===== config.mk =====
export PLATFORM = sky130hd
export DESIGN_NAME = stop_and_wait_arq
export DESIGN_NICKNAME = d
export VERILOG_FILES = /design/src/saw_pkg.sv /design/src/saw_core.sv /design/src/saw_rqueue.sv /design/src/stop_and_wait_arq.sv
export SDC_FILE = /design/constraint.sdc
export NUM_CORES = 1
export LEC_CHECK = 0
export BUFFER_PORTS_ARGS = -buffer_cell sky130_fd_sc_hd__buf_2
export CAP_MARGIN = 20
export CORE_ASPECT_RATIO = 1.2
export CORE_MARGIN = 3
export CORE_UTILIZATION = 32
export CTS_CLUSTER_DIAMETER = 60
export DETAILED_ROUTE_END_ITERATION = 6
export GPL_TIMING_DRIVEN = 0
export PLACE_DENSITY = 0.59
export SLEW_MARGIN = 40
export SYNTH_ARGS = -nofsm -noshare
export SYNTH_HDL_FRONTEND = slang
export SYNTH_SLANG_ARGS = --single-unit
export TNS_END_PERCENT = 20

===== constraint.sdc =====
create_clock -name i_clk -period 6.32 [get_ports i_clk]
set_input_delay 1.264 -clock i_clk [delete_from_list [all_inputs] [get_ports i_clk]]
set_output_delay 1.264 -clock i_clk [all_outputs]
set_load 0.03 [all_outputs]

===== src/saw_pkg.sv =====
// Shared types and constants for the stop-and-wait ARQ controller.
// No dependencies; used by the event logic, the result queue and the top level.
`default_nettype none
package saw_pkg;

    localparam int LEN_W   = 11;
    localparam int TICK_W  = 16;
    localparam int RETRY_W = 8;
    localparam int CFG_W   = 16;
    localparam int CFG_IDX_W = 2;

    typedef enum logic [1:0] {
        OP_SEND = 2'd0,
        OP_ACK  = 2'd1,
        OP_DATA = 2'd2,
        OP_TICK = 2'd3
    } t_op;

    typedef enum logic [2:0] {
        ACT_NONE    = 3'd0,
        ACT_TX      = 3'd1,
        ACT_RETX    = 3'd2,
        ACT_ACK     = 3'd3,
        ACT_DELIVER = 3'd4,
        ACT_BUSY    = 3'd5,
        ACT_LIMIT   = 3'd6
    } t_action;

    localparam logic [CFG_IDX_W-1:0] CFG_ARQ_ENABLE  = 2'd0;
    localparam logic [CFG_IDX_W-1:0] CFG_RETRY_TICKS = 2'd1;
    localparam logic [CFG_IDX_W-1:0] CFG_RETRY_LIMIT = 2'd2;

    localparam logic [TICK_W-1:0]  RETRY_TICKS_RST = 16'd100;
    localparam logic [RETRY_W-1:0] RETRY_LIMIT_RST = 8'd20;

    typedef struct packed {
        t_action          action;
        logic             seq;
        logic [LEN_W-1:0] length;
        logic             last;
    } t_result;

    // write request from the event logic into the result queue
    typedef struct packed {
        logic wr;
        logic two;
    } t_push;

endpackage
`default_nettype wire


===== src/saw_core.sv =====
// Event logic of the ARQ controller: configuration registers, link state and
// the one or two results each event produces. Depends on saw_pkg.
`default_nettype none
module saw_core #(
    parameter logic [saw_pkg::LEN_W-1:0] LEN_CAP = 11'd1024
) (
    input  wire logic                          i_clk,
    input  wire logic                          i_rst_n,
    input  wire logic                          i_cfg_we,
    input  wire logic [saw_pkg::CFG_IDX_W-1:0] i_cfg_index,
    input  wire logic [saw_pkg::CFG_W-1:0]     i_cfg_data,
    input  wire logic                          i_accept,
    input  wire logic [1:0]                    i_operation,
    input  wire logic                          i_seq_bit,
    input  wire logic [saw_pkg::LEN_W-1:0]     i_length,
    output saw_pkg::t_push                     o_push,
    output saw_pkg::t_result                   o_res0,
    output saw_pkg::t_result                   o_res1
);

    logic                          r_arq_enable;
    logic [saw_pkg::TICK_W-1:0]    r_retry_ticks;
    logic [saw_pkg::RETRY_W-1:0]   r_retry_limit;

    logic                          r_awaiting_ack, n_awaiting_ack;
    logic                          r_send_bit, n_send_bit;
    logic                          r_expect_bit, n_expect_bit;
    logic [saw_pkg::RETRY_W-1:0]   r_retry_count, n_retry_count;
    logic [saw_pkg::TICK_W-1:0]    r_ticks_left, n_ticks_left;
    logic [saw_pkg::LEN_W-1:0]     r_pending_length, n_pending_length;

    logic [saw_pkg::LEN_W-1:0]     len_sat;
    saw_pkg::t_result              res0, res1;
    logic                          two;
    saw_pkg::t_op                  op;

    assign op      = saw_pkg::t_op'(i_operation);
    assign len_sat = (i_length > LEN_CAP) ? LEN_CAP : i_length;

    always_comb begin
        n_awaiting_ack   = r_awaiting_ack;
        n_send_bit       = r_send_bit;
        n_expect_bit     = r_expect_bit;
        n_retry_count    = r_retry_count;
        n_ticks_left     = r_ticks_left;
        n_pending_length = r_pending_length;
        res0 = '{action: saw_pkg::ACT_NONE, seq: 1'b0, length: '0, last: 1'b1};
        res1 = '{action: saw_pkg::ACT_NONE, seq: 1'b0, length: '0, last: 1'b1};
        two  = 1'b0;
        case (op)
            saw_pkg::OP_SEND: begin
                if (!r_arq_enable) begin
                    res0.action = saw_pkg::ACT_TX;
                    res0.length = len_sat;
                end else if (r_awaiting_ack) begin
                    res0.action = saw_pkg::ACT_BUSY;
                end else begin
                    n_pending_length = len_sat;
                    n_retry_count    = '0;
                    n_awaiting_ack   = 1'b1;
                    n_ticks_left     = r_retry_ticks;
                    res0.action      = saw_pkg::ACT_TX;
                    res0.seq         = r_send_bit;
                    res0.length      = len_sat;
                end
            end
            saw_pkg::OP_ACK: begin
                if (r_arq_enable && r_awaiting_ack && (i_seq_bit == r_send_bit)) begin
                    n_awaiting_ack   = 1'b0;
                    n_pending_length = '0;
                    n_retry_count    = '0;
                    n_ticks_left     = '0;
                    n_send_bit       = ~r_send_bit;
                end
            end
            saw_pkg::OP_DATA: begin
                if (!r_arq_enable) begin
                    if (len_sat != '0) begin
                        res0.action = saw_pkg::ACT_DELIVER;
                        res0.seq    = i_seq_bit;
                        res0.length = len_sat;
                    end
                end else begin
                    res0.action = saw_pkg::ACT_ACK;
                    res0.seq    = i_seq_bit;
                    if (i_seq_bit == r_expect_bit) begin
                        n_expect_bit = ~r_expect_bit;
                        if (len_sat != '0) begin
                            res0.last   = 1'b0;
                            res1.action = saw_pkg::ACT_DELIVER;
                            res1.seq    = i_seq_bit;
                            res1.length = len_sat;
                            two         = 1'b1;
                        end
                    end
                end
            end
            saw_pkg::OP_TICK: begin
                if (r_arq_enable && r_awaiting_ack) begin
                    if (r_ticks_left > saw_pkg::TICK_W'(1)) begin
                        n_ticks_left = r_ticks_left - saw_pkg::TICK_W'(1);
                    end else if (r_retry_count >= r_retry_limit) begin
                        // link declared failed; send bit survives
                        n_awaiting_ack   = 1'b0;
                        n_pending_length = '0;
                        n_retry_count    = '0;
                        n_ticks_left     = '0;
                        res0.action      = saw_pkg::ACT_LIMIT;
                    end else begin
                        n_retry_count = r_retry_count + saw_pkg::RETRY_W'(1);
                        n_ticks_left  = r_retry_ticks;
                        res0.action   = saw_pkg::ACT_RETX;
                        res0.seq      = r_send_bit;
                        res0.length   = r_pending_length;
                    end
                end
            end
            default: begin
            end
        endcase
    end

    always_ff @(posedge i_clk) begin
        if (!i_rst_n) begin
            r_arq_enable     <= 1'b0;
            r_retry_ticks    <= saw_pkg::RETRY_TICKS_RST;
            r_retry_limit    <= saw_pkg::RETRY_LIMIT_RST;
            r_awaiting_ack   <= 1'b0;
            r_send_bit       <= 1'b0;
            r_expect_bit     <= 1'b0;
            r_retry_count    <= '0;
            r_ticks_left     <= '0;
            r_pending_length <= '0;
        end else if (i_cfg_we) begin
            case (i_cfg_index)
                saw_pkg::CFG_ARQ_ENABLE: begin
                    // enabling or disabling restarts the link
                    r_arq_enable     <= i_cfg_data[0];
                    r_awaiting_ack   <= 1'b0;
                    r_send_bit       <= 1'b0;
                    r_expect_bit     <= 1'b0;
                    r_retry_count    <= '0;
                    r_ticks_left     <= '0;
                    r_pending_length <= '0;
                end
                saw_pkg::CFG_RETRY_TICKS: begin
                    r_retry_ticks <= i_cfg_data[saw_pkg::TICK_W-1:0];
                end
                saw_pkg::CFG_RETRY_LIMIT: begin
                    r_retry_limit <= i_cfg_data[saw_pkg::RETRY_W-1:0];
                end
                default: begin
                end
            endcase
        end else if (i_accept) begin
            r_awaiting_ack   <= n_awaiting_ack;
            r_send_bit       <= n_send_bit;
            r_expect_bit     <= n_expect_bit;
            r_retry_count    <= n_retry_count;
            r_ticks_left     <= n_ticks_left;
            r_pending_length <= n_pending_length;
        end
    end

    assign o_push.wr  = i_accept;
    assign o_push.two = two;
    assign o_res0     = res0;
    assign o_res1     = res1;

endmodule
`default_nettype wire


===== src/saw_rqueue.sv =====
// Four-entry result queue: takes one or two results per event, hands them
// out one per transfer. Depends on saw_pkg.
`default_nettype none
module saw_rqueue (
    input  wire logic             i_clk,
    input  wire logic             i_rst_n,
    input  wire saw_pkg::t_push   i_push,
    input  wire saw_pkg::t_result i_res0,
    input  wire saw_pkg::t_result i_res1,
    output logic                  o_space,
    output logic                  o_valid,
    input  wire logic             i_ready,
    output saw_pkg::t_result      o_head
);

    localparam int DEPTH = 4;

    saw_pkg::t_result r_mem [DEPTH];
    logic [1:0]       r_wr_ptr, n_wr_ptr;
    logic [1:0]       r_rd_ptr, n_rd_ptr;
    logic [2:0]       r_count, n_count;
    logic             pop;
    logic [2:0]       n_in;

    assign pop     = o_valid && i_ready;
    assign n_in    = !i_push.wr ? 3'd0 : (i_push.two ? 3'd2 : 3'd1);
    assign n_wr_ptr = r_wr_ptr + n_in[1:0];
    assign n_rd_ptr = r_rd_ptr + {1'b0, pop};
    assign n_count  = r_count + n_in - {2'b00, pop};

    // room for a worst-case event, known from registered state alone
    assign o_space = (r_count <= 3'(DEPTH - 2));
    assign o_valid = (r_count != 3'd0);
    assign o_head  = r_mem[r_rd_ptr];

    always_ff @(posedge i_clk) begin
        if (i_push.wr) begin
            r_mem[r_wr_ptr] <= i_res0;
            if (i_push.two) begin
                r_mem[r_wr_ptr + 2'd1] <= i_res1;
            end
        end
    end

    always_ff @(posedge i_clk) begin
        if (!i_rst_n) begin
            r_wr_ptr <= '0;
            r_rd_ptr <= '0;
            r_count  <= '0;
        end else begin
            r_wr_ptr <= n_wr_ptr;
            r_rd_ptr <= n_rd_ptr;
            r_count  <= n_count;
        end
    end

endmodule
`default_nettype wire


===== src/stop_and_wait_arq.sv =====
// Stop-and-wait ARQ controller, alternating-bit. Each accepted event puts its
// results into the result queue, whose head is offered at the output. One event
// per cycle while results drain; an event with two results goes out as two
// transfers. The four-entry result queue sets the rate: an event is taken while
// at least two slots are free. Synchronous active-low reset clears link state,
// restores register defaults and empties the queue; no clearing pass.
`default_nettype none
module stop_and_wait_arq #(
    parameter int MAX_PAYLOAD = 1024
) (
    input  wire logic                          i_clk,
    input  wire logic                          i_rst_n,
    input  wire logic                          i_cfg_we,
    input  wire logic [saw_pkg::CFG_IDX_W-1:0] i_cfg_index,
    input  wire logic [saw_pkg::CFG_W-1:0]     i_cfg_data,
    input  wire logic                          i_valid,
    output logic                               o_ready,
    input  wire logic [1:0]                    i_operation,
    input  wire logic                          i_seq_bit,
    input  wire logic [saw_pkg::LEN_W-1:0]     i_length,
    output logic                               o_valid,
    input  wire logic                          i_ready,
    output logic [2:0]                         o_action,
    output logic                               o_seq_out,
    output logic [saw_pkg::LEN_W-1:0]          o_length_out,
    output logic                               o_last
);

    localparam int LEN_CAP_I = (MAX_PAYLOAD < 2047) ? MAX_PAYLOAD : 2047;
    localparam logic [saw_pkg::LEN_W-1:0] LEN_CAP = LEN_CAP_I[saw_pkg::LEN_W-1:0];

    saw_pkg::t_push   push;
    saw_pkg::t_result res0, res1, head;
    logic             space;
    logic             accept;

    assign o_ready = space;
    assign accept  = i_valid && space;

    saw_core #(
        .LEN_CAP (LEN_CAP)
    ) u_core (
        .i_clk       (i_clk),
        .i_rst_n     (i_rst_n),
        .i_cfg_we    (i_cfg_we),
        .i_cfg_index (i_cfg_index),
        .i_cfg_data  (i_cfg_data),
        .i_accept    (accept),
        .i_operation (i_operation),
        .i_seq_bit   (i_seq_bit),
        .i_length    (i_length),
        .o_push      (push),
        .o_res0      (res0),
        .o_res1      (res1)
    );

    saw_rqueue u_rqueue (
        .i_clk   (i_clk),
        .i_rst_n (i_rst_n),
        .i_push  (push),
        .i_res0  (res0),
        .i_res1  (res1),
        .o_space (space),
        .o_valid (o_valid),
        .i_ready (i_ready),
        .o_head  (head)
    );

    assign o_action     = head.action;
    assign o_seq_out    = head.seq;
    assign o_length_out = head.length;
    assign o_last       = head.last;

endmodule
`default_nettype wire


## After elaboration in Yosys (flattened, before gate mapping)

Memory sizes are Yosys's and may differ from the RTL's. A register that Yosys moved wholly into a read port is not among the register bits.
Cells that the tools add are included.
Widths: inputs -> output; s select.

- Flip-flop bits (word level): 70
- Bits in writable memories: 64
- Bits of input ports: 37
- Memories kept: 1

- Add/sub/neg operators: 7
- Magnitude comparators: 4
- Equality and inequality tests: 14
- Muxes and demuxes: 81
- Bitwise logic cells: 2
- Reductions and logical operators: 24

Memories:

| name | words | bits a word | read ports | clocked after memory_dff | wr ports | line | source |
|---|---|---|---|---|---|---|---|
| u_rqueue.r_mem | 4 | 16 | 1 | 1 | 2 | saw_rqueue.sv:18 | `saw_pkg::t_result r_mem [DEPTH];` |

Operators with widths:

| cell | count |
|---|---|
| $mux 16 | 9 |
| $mux 11 | 12 |
| $mux 15 | 6 |
| $mux 8 | 9 |
| $pmux 16 s3 | 1 |
| $pmux 15 s3 | 1 |
| $pmux 11 s3 | 1 |
| $mux 1 | 31 |
| $mux 12 | 2 |
| $pmux 8 s3 | 1 |
| $gt 16x1->1 const B | 1 |
| $reduce_and 8->1 | 2 |
| $sub 16x1->16 const B | 1 |
| $mux 3 | 4 |
| $ne 3x2->1 const B | 4 |
| $reduce_bool 2->1 | 6 |
| $gt 11x11->1 const B | 1 |
| $reduce_bool 11->1 | 1 |
| $reduce_and 9->1 | 1 |
| $add 8x1->8 const B | 1 |
| $ge 8x8->1 | 1 |
| $reduce_and 7->1 | 1 |
| $eq 2x2->1 const B | 3 |
| $ne 3x3->1 const B | 2 |
| 20 further kinds | 30 |

## Longest topological paths before layout

Gate-level depths: netlist of the first run.

- Depth in word-level cells: 11
- Mapped depth: 10
- Mapped depth without buffers: 9

## Hierarchy

A second synthesis of the first run with hierarchy kept.

- Cells, all modules: 664
- Area, all modules: 7,274.5 um^2

Modules (own cells, without submodules):

| module | times used | cells each | area an instance (um^2) | sequential area each (um^2) |
|---|---|---|---|---|
| saw_rqueue | 1 | 205 | 3,646.0 | 2,062.0 |
| saw_core | 1 | 458 | 3,622.2 | 1,261.2 |
| stop_and_wait_arq | 1 | 1 | 6.3 | 0.0 |

## Worst setup path before layout of the first run

OpenSTA, ideal clock, no wires.

- Path type: flip-flop to output port
- From: register, netlist name u_rqueue.r_rd_ptr[0]
- To: output port o_action[0]
- Arrival: 1.921 ns
- Required time: 5.056 ns
- Setup slack: 3.135 ns
- Cell stages (with the launch flop): 4
- Buffers on the path: 2
- Cells stage by stage: dfxtp_1 clkbuf_1 buf_1 mux4_2

RTL lines:

| item | line | source |
|---|---|---|
| end: declaration | stop_and_wait_arq.sv:23 | `output logic [2:0] o_action,` |

==> results_tabular.tex, run 1 <==
\begin{tabular}{lr}
\hline
Metric & Value \\
\hline
\multicolumn{2}{l}{\textbf{Status}} \\
\quad Run status & complete, no violations \\
\multicolumn{2}{l}{\textbf{Floorplanning}} \\
\quad Floorplan Core Area & around 0.021 mm² \\
\quad Starting density of the core & 32.6\% \\
\quad Count of standard-cell rows & 58 \\
\quad Number of top-level design ports & 55 \\
\quad Chip height & between 150 and 200 µm \\
\quad Overall die width & approximately 140 µm \\
\quad Full die area & between 0.02 and 0.025 mm² \\
\multicolumn{2}{l}{\textbf{Hold path}} \\
\quad Worst Hold Path EP & u\_rqueue.r\_mem[0][14] \\
\quad Cells on Worst Hold Path & 2 \\
\quad Min-delay worst type & reg -> reg \\
\quad Hold path start & u\_rqueue.r\_mem[0][14] \\
\multicolumn{2}{l}{\textbf{Final layout}} \\
\quad Post-Route Utilization & a little under two fifths \\
\quad Number of filler instances in the final layout & roughly 2100 \\
\quad Number of nets in the finished design & 823 \\
\quad Number of antenna diodes & 0 \\
\quad Most common cell after layout, fill and taps aside & nand2\_1 \\
\quad Final non-filler cell total & 1052 \\
\quad Area growth, synth to finish & 17.5\% \\
\quad Highest-count cells in the layout ignoring fill and taps & nand2\_1 (85), dfxtp\_1 (82), buf\_2 (54) \\
\quad Share of post-route cells with drive strength above 1 & around 16\% \\
\multicolumn{2}{l}{\textbf{Logic synthesis}} \\
\quad Synth Register Bits & around 130 \\
\quad Async set or reset register ratio after synthesis & 0\% \\
\quad Mean instance size in the synthesized netlist & slightly below 10 µm² \\
\quad Synth warnings & 0 \\
\quad Mapped Cells & between 600 and 700 \\
\quad Cell variety after synth & 75 \\
\quad Mapped Nets & 751 \\
\quad Part of the Yosys area used for sequential elements & 46.7\% \\
\quad Number of flops mapped to enable cells by yosys & 52 \\
\quad Leading register cell type out of synthesis & dfxtp\_1 \\
\quad Netlist Area Pre-Place & between 0.006 and 0.007 mm² \\
\multicolumn{2}{l}{\textbf{STA}} \\
\quad Worst slew pin tran & 0.827 ns \\
\quad Worst max-slew margin expressed relative to the limit & 44.7\% \\
\quad Fmax & about 260 MHz \\
\quad Number of hold-slack violations in the final timing report & 0 \\
\quad Worst Hold Slack & 0.457 ns \\
\quad Setup Viol. Count Final & 0 \\
\quad Final Max Slew Viols & 0 \\
\quad Worst setup margin & between 2 and 2.5 ns \\
\quad Final cycle utilization of the critical path & around 62\% \\
\quad Fin crit period & a little under 4 ns \\
\quad Unrepaired setup endpoints after global routing & false \\
\quad Summed negative setup slack over all endpoints & 0 ns \\
\quad Worst-case clock skew & roughly 0.012 ns \\
\multicolumn{2}{l}{\textbf{Power}} \\
\quad Sequential share of power & between 30\% and 40\% \\
\quad Fraction of power spent switching nets & roughly a third \\
\quad Cell Pwr Density & 325 mW/mm² \\
\quad Relative contribution of combinational cells to total power & roughly a quarter \\
\quad Internal power consumption & 1.79 mW \\
\quad Cell leakage power & approximately 3.0 nW \\
\quad Fraction of power consumed by the clock network & a little under two fifths \\
\quad Worst ir drop on vdd & slightly below 0.2 mV \\
\quad Net switching power figure & 0.824 mW \\
\multicolumn{2}{l}{\textbf{GRT}} \\
\quad Number of global-route vias before repair & around 5500 \\
\quad Number of antenna violations at the first check in global routing & 3 \\
\quad GRT Residual Overflow & 0 \\
\quad Overall track demand over capacity in global routing & between 15 and 20\% \\
\quad First-pass GRT wire length & $\sim$30 mm \\
\quad Pin count of the biggest net entering global routing & 17 \\
\multicolumn{2}{l}{\textbf{Place}} \\
\quad Placed instance count & about 1000 \\
\quad Count of buffers from port buffering & 52 \\
\quad Worst setup slack after placement & 2.17 ns \\
\quad Routability cong. & around 0.89 \\
\quad HPWL after DPL & between 10 and 15 mm \\
\multicolumn{2}{l}{\textbf{Critical path}} \\
\quad Reg2reg end & u\_rqueue.r\_mem[0][11] \\
\quad Largest fanout on the critical path & 10 \\
\quad Depth of the most critical reg-to-reg path & 8 \\
\quad Arrival time of data at the critical path endpoint & 2.65 ns \\
\quad Worst setup path class & reg -> out \\
\quad Reg2Reg Setup Slack & 3.22 ns \\
\quad Startpoint type of the worst setup path & flip-flop \\
\quad Crit path capture type & output port \\
\quad Critical register-to-register path startpoint & u\_core.r\_retry\_count[0] \\
\quad Data required, critical path & a little over 5 ns \\
\multicolumn{2}{l}{\textbf{Route}} \\
\quad Ratio of routed vias to standard cells & about 5.3 \\
\quad Drt drc & 0 \\
\quad TritonRoute pass-1 iters & 6 \\
\quad Total number of vias & approximately 5600 \\
\quad Iteration-0 DRC count of the detailed router & roughly 370 \\
\quad Total wirelength of the detailed-routed design & between 15 and 20 mm \\
\quad Post-detailed-route count of antenna-violating nets & 0 \\
\quad Routed length per instance & between 15 and 20 µm \\
\multicolumn{2}{l}{\textbf{Clocking}} \\
\quad Number of H-tree levels & 4 \\
\quad Number of buffers between clock root and the deepest sink & 2 \\
\quad Clock latency reported for the late side of the worst-skew pair & between 0.4 and 0.5 ns \\
\quad Post-CTS setup buffer count & 0 \\
\quad CTS buffer count & 17 \\
\quad Number of cells upsized or downsized after cts & 0 \\
\quad Clk sink count & 134 \\
\quad CTS tree & done \\
\quad Hold buffer count at CTS & 0 \\
\quad Clk Tree Root Cell & clkbuf\_16 \\
\quad Clock-pin slew of the registers on the worst-case setup and hold paths & approximately 0.06 ns \\
\multicolumn{2}{l}{\textbf{Run}} \\
\quad Max-cap violations & 0 \\
\hline
\end{tabular}
-- final cells by class --
cell class / count / area [µm²] / area share, %
multi-input combinational: 495 / 3380 / 41.9
timing repair buffer: 53 / 272 / 3.37
inverter: 32 / 120 / 1.49
tap: 270 / 338 / 4.19
buffer: 36 / 173 / 2.14
clock inverter: 13 / 146 / 1.82
sequential: 134 / 3200 / 39.7
clock buffer: 19 / 433 / 5.37
-- cell families (layout without fill, tap and decap cells) --
logic type	count (synthesis)	in the layout	synth area share [%]
AOI/OAI and AO/OA	193	193	19.2
xor gates and xnor gates	11	11	1.40
adders and majority gates	17	17	3.21
buffers and inverters	68	153	4.25
DFF	134	134	46.7
muxes	24	24	6.42
and+or+nand+nor	250	250	18.8
-- sequential cells by signal (all words and copies together) (netlist names), 2 cells and up --
name	cells
u_core.r_ticks_left	16
u_core.r_retry_ticks	16
u_rqueue.r_wr_ptr	2
u_rqueue.r_mem	64
u_core.r_pending_length	11
u_rqueue.r_rd_ptr	2
u_core.r_retry_limit	8
u_core.r_retry_count	8
u_rqueue.r_count	3
-- layer usage --
metal / GRT usage (%) / vias to the layer above / part of all wire [%]
li1: - / 2750 / -
met1: 20.3 / 2661 / 42
met2: 28.4 / 140 / 50
met3: 4.08 / 32 / 5.3
met4: 5.27 / 6 / 1.9
met5: 0 / - / 0.16
-- worst max-delay path: stages (launching register included) --
cell      delay, ns
dfxtp_1        0.35
clkbuf_1       0.56
buf_2          0.51
mux4_2         0.60
buf_2          0.20
-- metrics by stage --
| step | power, mW | area (µm²) |
|---|---|---|
| finish | 2.62 | 8060 |
| global placement | 1.65 | 7460 |
| detailed placement | 1.66 | 7480 |
| CTS | 2.64 | 8060 |
| global route | 2.74 | 8060 |
| floorplan | 1.48 | 6860 |
-- power by group through the flow --
| stage | clock network [mW] | logic, mW | registers, mW |
|---|---|---|---|
| after detailed placement | 0 | 0.627 | 1.03 |
| after CTS | 0.992 | 0.631 | 1.02 |
| after global routing | 1.03 | 0.685 | 1.03 |
| after floorplan | 0 | 0.456 | 1.02 |
| final | 0.981 | 0.620 | 1.02 |
| after global placement | 0 | 0.622 | 1.03 |
-- worst max path at each step --
| stage | start | end | slack [ns] | cells after the start |
|---|---|---|---|---|
| floorplan | u_rqueue.r_rd_ptr[0] | o_action[0] | 3.13 | 3 |
| global placement | i_length[10] | u_rqueue.r_mem[0][10] | 2.19 | 7 |
| detailed placement | i_length[10] | u_rqueue.r_mem[0][9] | 2.17 | 7 |
| CTS | u_rqueue.r_rd_ptr[0] | o_action[1] | 2.28 | 4 |
| global route | u_rqueue.r_rd_ptr[0] | o_action[1] | 2.22 | 4 |
| finish | u_rqueue.r_rd_ptr[0] | o_action[1] | 2.41 | 4 |
-- cell usage after synthesis, types with 8 or more instances --
master    instances  area, µm²
nor2_1           46        173
inv_1            31        116
a21oi_1          37        185
a22o_1           38        333
clkbuf_1         28        105
mux4_2           16        360
nor2b_1          14       87.6
o21ai_1          10       50.1
mux2i_1           8       80.1
nand3_1          29        145
nor3_1           12       60.1
ha_1             16        200
o22ai_1           9       56.3
dfxtp_1          82       1640
edfxtp_1         52       1560
nand2_1          85        319
o21ai_0          41        205
Note: power is estimated with default switching activity, not from simulation.
==> run 2: changes to the inputs <==
clock period = 3.8 ns   (was 6.32 ns; I/O delays follow)
==> run 2 against run 1 <==
Against the previous run:
- final area unchanged
- die area unchanged
- combinational power up 66%
- sequential power up 66%
- non-clock buffer count unchanged
- register-to-register slack worse by 2.5 ns
- core utilization unchanged
- routed wire length up 0.35%
- count of clock-buffer cells in the layout unchanged
- via count up 0.86%
- worst hold slack about the same
- largest cell class unchanged
- highest routed layer unchanged
==> results_tabular.tex, run 2 (synthesis gave the netlist of run 1 again) <==
\begin{tabular}{lr}
\hline
Metric & Value \\
\hline
\multicolumn{2}{l}{\textbf{Final layout}} \\
\quad Area growth, synth to finish & 17.5\% \\
\quad Share of post-route cells with drive strength above 1 & approximately 16\% \\
\quad Largest register by flop count & u\_rqueue.r\_mem \\
\quad Number of nets in the finished design & 823 \\
\quad Number of antenna diodes & 0 \\
\quad Max reg flops & between 60 and 70 \\
\quad Largest registers in the final layout & u\_rqueue.r\_mem (64), u\_core.r\_retry\_ticks (16), u\_core.r\_ticks\_left (16) \\
\quad Most common cell after layout, fill and taps aside & nand2\_1 \\
\quad Highest-count cells in the layout ignoring fill and taps & nand2\_1 (85), dfxtp\_1 (82), buf\_2 (54) \\
\multicolumn{2}{l}{\textbf{Critical path}} \\
\quad Crit path capture type & output port \\
\quad Data required, critical path & 3.04 ns \\
\quad Most Frequent Cell on Critical Path & buf\_2 \\
\quad Critical register-to-register path startpoint & u\_core.r\_arq\_enable \\
\quad Reg2Reg Setup Slack & approximately 0.7 ns \\
\quad Largest fanout on the critical path & 10 \\
\quad Worst setup path class & reg -> out \\
\quad Worst setup path end & o\_action[1] \\
\quad Cell breakdown of the critical path & clkbuf\_1, buf\_2, mux4\_2, buf\_2 \\
\quad Startpoint type of the worst setup path & flip-flop \\
\quad Slowest cell on crit path & mux4\_2 \\
\quad Delay of the slowest cell on the worst path & roughly 0.60 ns \\
\quad CP Launch Point & u\_rqueue.r\_rd\_ptr[0] \\
\quad Arrival time of data at the critical path endpoint & between 2 and 3 ns \\
\quad Depth of the most critical reg-to-reg path & 6 \\
\quad Reg2reg end & u\_rqueue.r\_mem[0][9] \\
\multicolumn{2}{l}{\textbf{STA}} \\
\quad Worst slew pin tran & about 0.84 ns \\
\quad Setup Viol. Count Final & 0 \\
\quad Fmax & slightly below 300 MHz \\
\quad Summed negative setup slack over all endpoints & 0 ns \\
\quad Number of hold-slack violations in the final timing report & 0 \\
\quad Worst max-slew margin expressed relative to the limit & 43.5\% \\
\quad Worst-case clock skew & roughly 0.01 ns \\
\quad Final Max Slew Viols & 0 \\
\quad Unrepaired setup endpoints after global routing & false \\
\quad Worst setup margin & a little under 0.4 ns \\
\quad Fin crit period & 3.40 ns \\
\quad Final cycle utilization of the critical path & about nine tenths \\
\multicolumn{2}{l}{\textbf{Power}} \\
\quad Internal power consumption & just under 3 mW \\
\quad Fraction of power spent switching nets & between 30\% and 40\% \\
\quad Total chip power & 4.35 mW \\
\quad Worst ir drop on vdd & between 0.3 and 0.4 mV \\
\quad Net switching power figure & between 1 and 1.5 mW \\
\quad Fraction of power consumed by the clock network & between 30\% and 40\% \\
\quad Relative contribution of combinational cells to total power & about a quarter \\
\quad Cell leakage power & around 3 nW \\
\quad Cell Pwr Density & approximately 540 mW/mm² \\
\quad Sequential share of power & between 30\% and 40\% \\
\multicolumn{2}{l}{\textbf{Run}} \\
\quad Max-cap violations & 0 \\
\multicolumn{2}{l}{\textbf{Clocking}} \\
\quad Clk sink count & around 130 \\
\quad Hold buffer count at CTS & 0 \\
\quad Clk Tree Root Cell & clkbuf\_16 \\
\quad CTS buffer count & 17 \\
\quad Clock latency reported for the late side of the worst-skew pair & roughly 0.43 ns \\
\quad Number of cells upsized or downsized after cts & 0 \\
\quad Clock-pin slew of the registers on the worst-case setup and hold paths & about 0.06 ns \\
\quad Post-CTS setup buffer count & 0 \\
\quad Number of buffers between clock root and the deepest sink & 2 \\
\quad CTS tree & done \\
\quad Number of H-tree levels & 4 \\
\multicolumn{2}{l}{\textbf{Place}} \\
\quad Count of buffers from port buffering & 52 \\
\quad Routability cong. & about 0.89 \\
\quad HPWL after DPL & approximately 14 mm \\
\quad Worst setup slack after placement & approximately 0.15 ns \\
\multicolumn{2}{l}{\textbf{Route}} \\
\quad Iteration-0 DRC count of the detailed router & 372 \\
\quad Ratio of routed vias to standard cells & about 5.4 \\
\quad Total wirelength of the detailed-routed design & around 19 mm \\
\quad TritonRoute pass-1 iters & 5 \\
\quad Post-detailed-route count of antenna-violating nets & 0 \\
\quad Drt drc & 0 \\
\quad Total number of vias & about 5600 \\
\quad Routed length per instance & 18.0 µm \\
\multicolumn{2}{l}{\textbf{Floorplanning}} \\
\quad Number of top-level design ports & between 50 and 60 \\
\quad Count of standard-cell rows & 58 \\
\quad Floorplan Core Area & 0.0210 mm² \\
\quad Chip height & $\sim$170 µm \\
\quad Overall die width & around 140 µm \\
\quad Full die area & between 0.02 and 0.025 mm² \\
\quad Starting density of the core & 32.6\% \\
\multicolumn{2}{l}{\textbf{GRT}} \\
\quad GRT Residual Overflow & 0 \\
\quad Number of antenna violations at the first check in global routing & 3 \\
\quad Overall track demand over capacity in global routing & 16.5\% \\
\quad Pin count of the biggest net entering global routing & 17 \\
\quad Number of global-route vias before repair & between 5000 and 6000 \\
\quad First-pass GRT wire length & roughly 30 mm \\
\multicolumn{2}{l}{\textbf{Hold path}} \\
\quad Hold path start & u\_rqueue.r\_mem[0][14] \\
\quad Cells on Worst Hold Path & 2 \\
\quad Min-delay worst type & reg -> reg \\
\multicolumn{2}{l}{\textbf{Status}} \\
\quad Run status & complete, no violations \\
\hline
\end{tabular}
==> run 2: worst max-delay path, delay by kind of cell, from the launching register on <==
family	cells	cell delay, ns
buf+inv	3	1.26
mux	1	0.60
flops	1	0.35
==> run 2: cell type report <==
class                           instances  area (µm²)
Timing Repair Buffer                   53         272
Fill cell                            2121       13000
Tap cell                              270         338
Clock inverter                         13         146
Buffer                                 36         173
Inverter                               32         120
Clock buffer                           19         433
Sequential cell                       134        3200
Multi-Input combinational cell        495        3380
==> run 2: how the worst min path moves through the flow <==
stage	endpoint	slack [ns]
2_1_floorplan	u_core.r_retry_ticks[4]	0.43
3_3_place_gp	u_rqueue.r_mem[0][14]	0.44
3_5_place_dp	u_rqueue.r_mem[0][14]	0.45
4_1_cts	u_rqueue.r_mem[0][14]	0.46
5_1_grt	u_core.r_retry_ticks[10]	0.48
6_report	u_rqueue.r_mem[0][14]	0.46
==> run 2: per-layer routing <==
| metal | GRT usage, % | part of all wire (%) | up-vias |
|---|---|---|---|
| met3 | 4.08 | 5.9 | 32 |
| met5 | 0 | 0.16 | - |
| met4 | 5.27 | 1.9 | 6 |
| met1 | 20.3 | 42 | 2674 |
| li1 | - | - | 2750 |
| met2 | 28.4 | 50 | 175 |
==> run 2: per-stage QoR <==
stage / utilization, % / hold WS [ns] / instance area (µm²) / instances
4_1_cts: 38.3 / 0.459 / 8060 / 1052
6_report: 38.3 / 0.457 / 8060 / 1052
3_5_place_dp: 35.5 / 0.450 / 7480 / 1020
3_3_place_gp: 35.4 / 0.442 / 7460 / 1019
2_1_floorplan: - / 0.432 / 6860 / 697
5_1_grt: 38.3 / 0.476 / 8060 / 1052
==> run 2: power by group through the flow <==
stage / clock network [mW] / logic, mW / registers, mW
floorplan: 0 / 0.759 / 1.70
global placement: 0 / 1.03 / 1.72
detailed placement: 0 / 1.04 / 1.72
CTS: 1.65 / 1.05 / 1.69
global route: 1.71 / 1.14 / 1.71
finish: 1.63 / 1.03 / 1.69
==> run 3: changes to the inputs <==
CORE_UTILIZATION = 55   (was 32)
PLACE_DENSITY = 0.71   (was 0.59)
SLEW_MARGIN = 20   (was 40)
==> run 3 against run 2 <==
Against the previous run:
- cell count down 10%
- clock skew barely moved
- global-route usage up 11 points
- final area decreased by 2.1%
- count of clock-buffer cells in the layout fell by 1
- core utilization is 27 points higher
- fmax increased by 2.5%
- sequential cell count unchanged
- worst hold slack got worse by 0.00082 ns
- die area decreased by 40%
- highest routed layer is now met4
==> results_tabular.tex, run 3 (synthesis gave the netlist of run 1 again) <==
\begin{tabular}{lr}
\hline
Metric & Value \\
\hline
\multicolumn{2}{l}{\textbf{Clocking}} \\
\quad Clock latency reported for the late side of the worst-skew pair & about 0.42 ns \\
\quad Number of buffers between clock root and the deepest sink & 2 \\
\quad Number of cells upsized or downsized after cts & 0 \\
\quad Number of H-tree levels & 4 \\
\quad Clock-pin slew of the registers on the worst-case setup and hold paths & roughly 0.06 ns \\
\quad Hold buffer count at CTS & 0 \\
\quad Post-CTS setup buffer count & 0 \\
\quad Clk Tree Root Cell & clkbuf\_16 \\
\quad CTS buffer count & 17 \\
\quad CTS tree & done \\
\quad Clk sink count & about 130 \\
\multicolumn{2}{l}{\textbf{Power}} \\
\quad Worst ir drop on vdd & between 0.2 and 0.3 mV \\
\quad Cell Pwr Density & 544 mW/mm² \\
\quad Cell leakage power & just under 3 nW \\
\multicolumn{2}{l}{\textbf{Floorplanning}} \\
\quad Count of standard-cell rows & 44 \\
\quad Starting density of the core & between 50\% and 60\% \\
\quad Full die area & 0.0139 mm² \\
\quad Floorplan Core Area & 0.0122 mm² \\
\quad Number of top-level design ports & 55 \\
\quad Overall die width & approximately 110 µm \\
\quad Chip height & $\sim$130 µm \\
\multicolumn{2}{l}{\textbf{STA}} \\
\quad Fmax & approximately 300 MHz \\
\quad Worst max-slew margin expressed relative to the limit & 38.2\% \\
\quad Worst slew pin tran & about 0.92 ns \\
\quad Summed negative setup slack over all endpoints & 0 ns \\
\quad Final Max Slew Viols & 0 \\
\quad Setup Viol. Count Final & 0 \\
\quad Number of hold-slack violations in the final timing report & 0 \\
\quad Worst-case clock skew & 0.0105 ns \\
\quad Final cycle utilization of the critical path & 87.4\% \\
\quad Fin crit period & around 3.3 ns \\
\quad Unrepaired setup endpoints after global routing & false \\
\quad Worst Hold Slack & 0.457 ns \\
\multicolumn{2}{l}{\textbf{Critical path}} \\
\quad Critical register-to-register path startpoint & u\_core.r\_retry\_count[0] \\
\quad Crit path capture type & output port \\
\quad Cell breakdown of the critical path & clkbuf\_1, clkbuf\_2, mux4\_2, buf\_2 \\
\quad Data required, critical path & roughly 3 ns \\
\quad Depth of the most critical reg-to-reg path & 8 \\
\quad Worst setup path class & reg -> out \\
\quad Largest fanout on the critical path & 10 \\
\quad Delay of the slowest cell on the worst path & around 0.58 ns \\
\quad Slowest cell on crit path & mux4\_2 \\
\quad Reg2Reg Setup Slack & 0.71 ns \\
\quad Reg2reg end & u\_rqueue.r\_mem[3][11] \\
\quad Startpoint type of the worst setup path & flip-flop \\
\quad Arrival time of data at the critical path endpoint & around 2.6 ns \\
\multicolumn{2}{l}{\textbf{Route}} \\
\quad Total number of vias & approximately 5900 \\
\quad Iteration-0 DRC count of the detailed router & between 400 and 500 \\
\quad Drt drc & 0 \\
\quad Post-detailed-route count of antenna-violating nets & 0 \\
\quad Ratio of routed vias to standard cells & between 6 and 7 \\
\quad Total wirelength of the detailed-routed design & around 18 mm \\
\quad TritonRoute pass-1 iters & 5 \\
\quad Routed length per instance & $\sim$20 µm \\
\multicolumn{2}{l}{\textbf{GRT}} \\
\quad First-pass GRT wire length & just under 30 mm \\
\quad Number of global-route vias before repair & 5870 \\
\quad GRT Residual Overflow & 0 \\
\quad Pin count of the biggest net entering global routing & 17 \\
\quad Number of antenna violations at the first check in global routing & 0 \\
\quad Overall track demand over capacity in global routing & approximately 28\% \\
\multicolumn{2}{l}{\textbf{Final layout}} \\
\quad Max reg flops & 64 \\
\quad Final non-filler cell total & 942 \\
\quad Highest-count cells in the layout ignoring fill and taps & nand2\_1 (85), dfxtp\_1 (82), buf\_2 (53) \\
\quad Number of antenna diodes & 0 \\
\quad Largest registers in the final layout & u\_rqueue.r\_mem (64), u\_core.r\_retry\_ticks (16), u\_core.r\_ticks\_left (16) \\
\quad Number of nets in the finished design & 822 \\
\quad Largest register by flop count & u\_rqueue.r\_mem \\
\quad Share of post-route cells with drive strength above 1 & between 10\% and 20\% \\
\quad Most common cell after layout, fill and taps aside & nand2\_1 \\
\quad Area growth, synth to finish & 15.1\% \\
\multicolumn{2}{l}{\textbf{Hold path}} \\
\quad Worst Hold Path EP & u\_core.r\_retry\_ticks[9] \\
\quad Hold path start & u\_core.r\_retry\_ticks[9] \\
\quad Min-delay worst type & reg -> reg \\
\quad Cells on Worst Hold Path & 2 \\
\multicolumn{2}{l}{\textbf{Status}} \\
\quad Run status & complete, no violations \\
\multicolumn{2}{l}{\textbf{Place}} \\
\quad Routability cong. & 0.892 \\
\quad Placed instance count & between 900 and 1000 \\
\quad HPWL after DPL & $\sim$13 mm \\
\quad Count of buffers from port buffering & between 50 and 60 \\
\multicolumn{2}{l}{\textbf{Run}} \\
\quad Max-cap violations & 0 \\
\hline
\end{tabular}
## run 3: cell types whose count changed in the layout (fill, tap and decap cells not counted), sizes merged
| cell | previous run | this run |
|---|---|---|
| buf | 59 | 57 |
| clkinvlp | 1 | 3 |
| inv | 36 | 32 |
| clkinv | 6 | 9 |
## run 3: cell type report
type	count	area (µm²)
plain buffers	36	173
clock buffers	18	429
clock inverters	14	136
fillers	990	4270
inverters	32	120
multi-input cells	495	3370
flip-flops and latches	134	3200
well taps	161	201
repair buffers	52	260
## run 3: through the flow
stage	setup slack [ns]	power [mW]	utilization [%]	cell area, µm²
finish	0.480	4.29	64.9	7900
global route	0.283	4.47	64.9	7900
CTS	0.0191	4.32	64.9	7890
detailed placement	0.228	2.75	60.2	7330
global placement	0.209	2.72	60.2	7320
floorplan	1.12	2.46	-	6860
## run 3: worst max path at each step
stage / start / slack, ns / to
floorplan: u_rqueue.r_rd_ptr[0] / 1.12 / o_action[0]
global placement: i_length[10] / 0.21 / u_rqueue.r_mem[0][15]
detailed placement: i_length[10] / 0.23 / u_rqueue.r_mem[0][12]
CTS: u_rqueue.r_rd_ptr[0] / 0.02 / o_action[1]
global route: u_rqueue.r_rd_ptr[0] / 0.28 / o_action[1]
finish: u_rqueue.r_rd_ptr[0] / 0.48 / o_action[1]
## run 3: metal layers
metal | GRT usage (%) | wire length [µm] | up-vias
li1 | - | - | 2742
met2 | 50.0 | 9840 | 286
met3 | 5.77 | 1270 | 49
met4 | 12.6 | 584 | 0
met5 | 0 | 0 | -
met1 | 31.9 | 6740 | 2824
## run 3: worst max-delay path: cells and delay by family (launching register included)
family,cells,cell delay [ns]
DFF,1,0.32
buffers and inverters,3,1.23
muxes,1,0.58
## run 3: power by group
group	switching (mW)	internal [mW]
clock network	0.620	0.958
registers	0.0636	1.63
logic	0.648	0.376
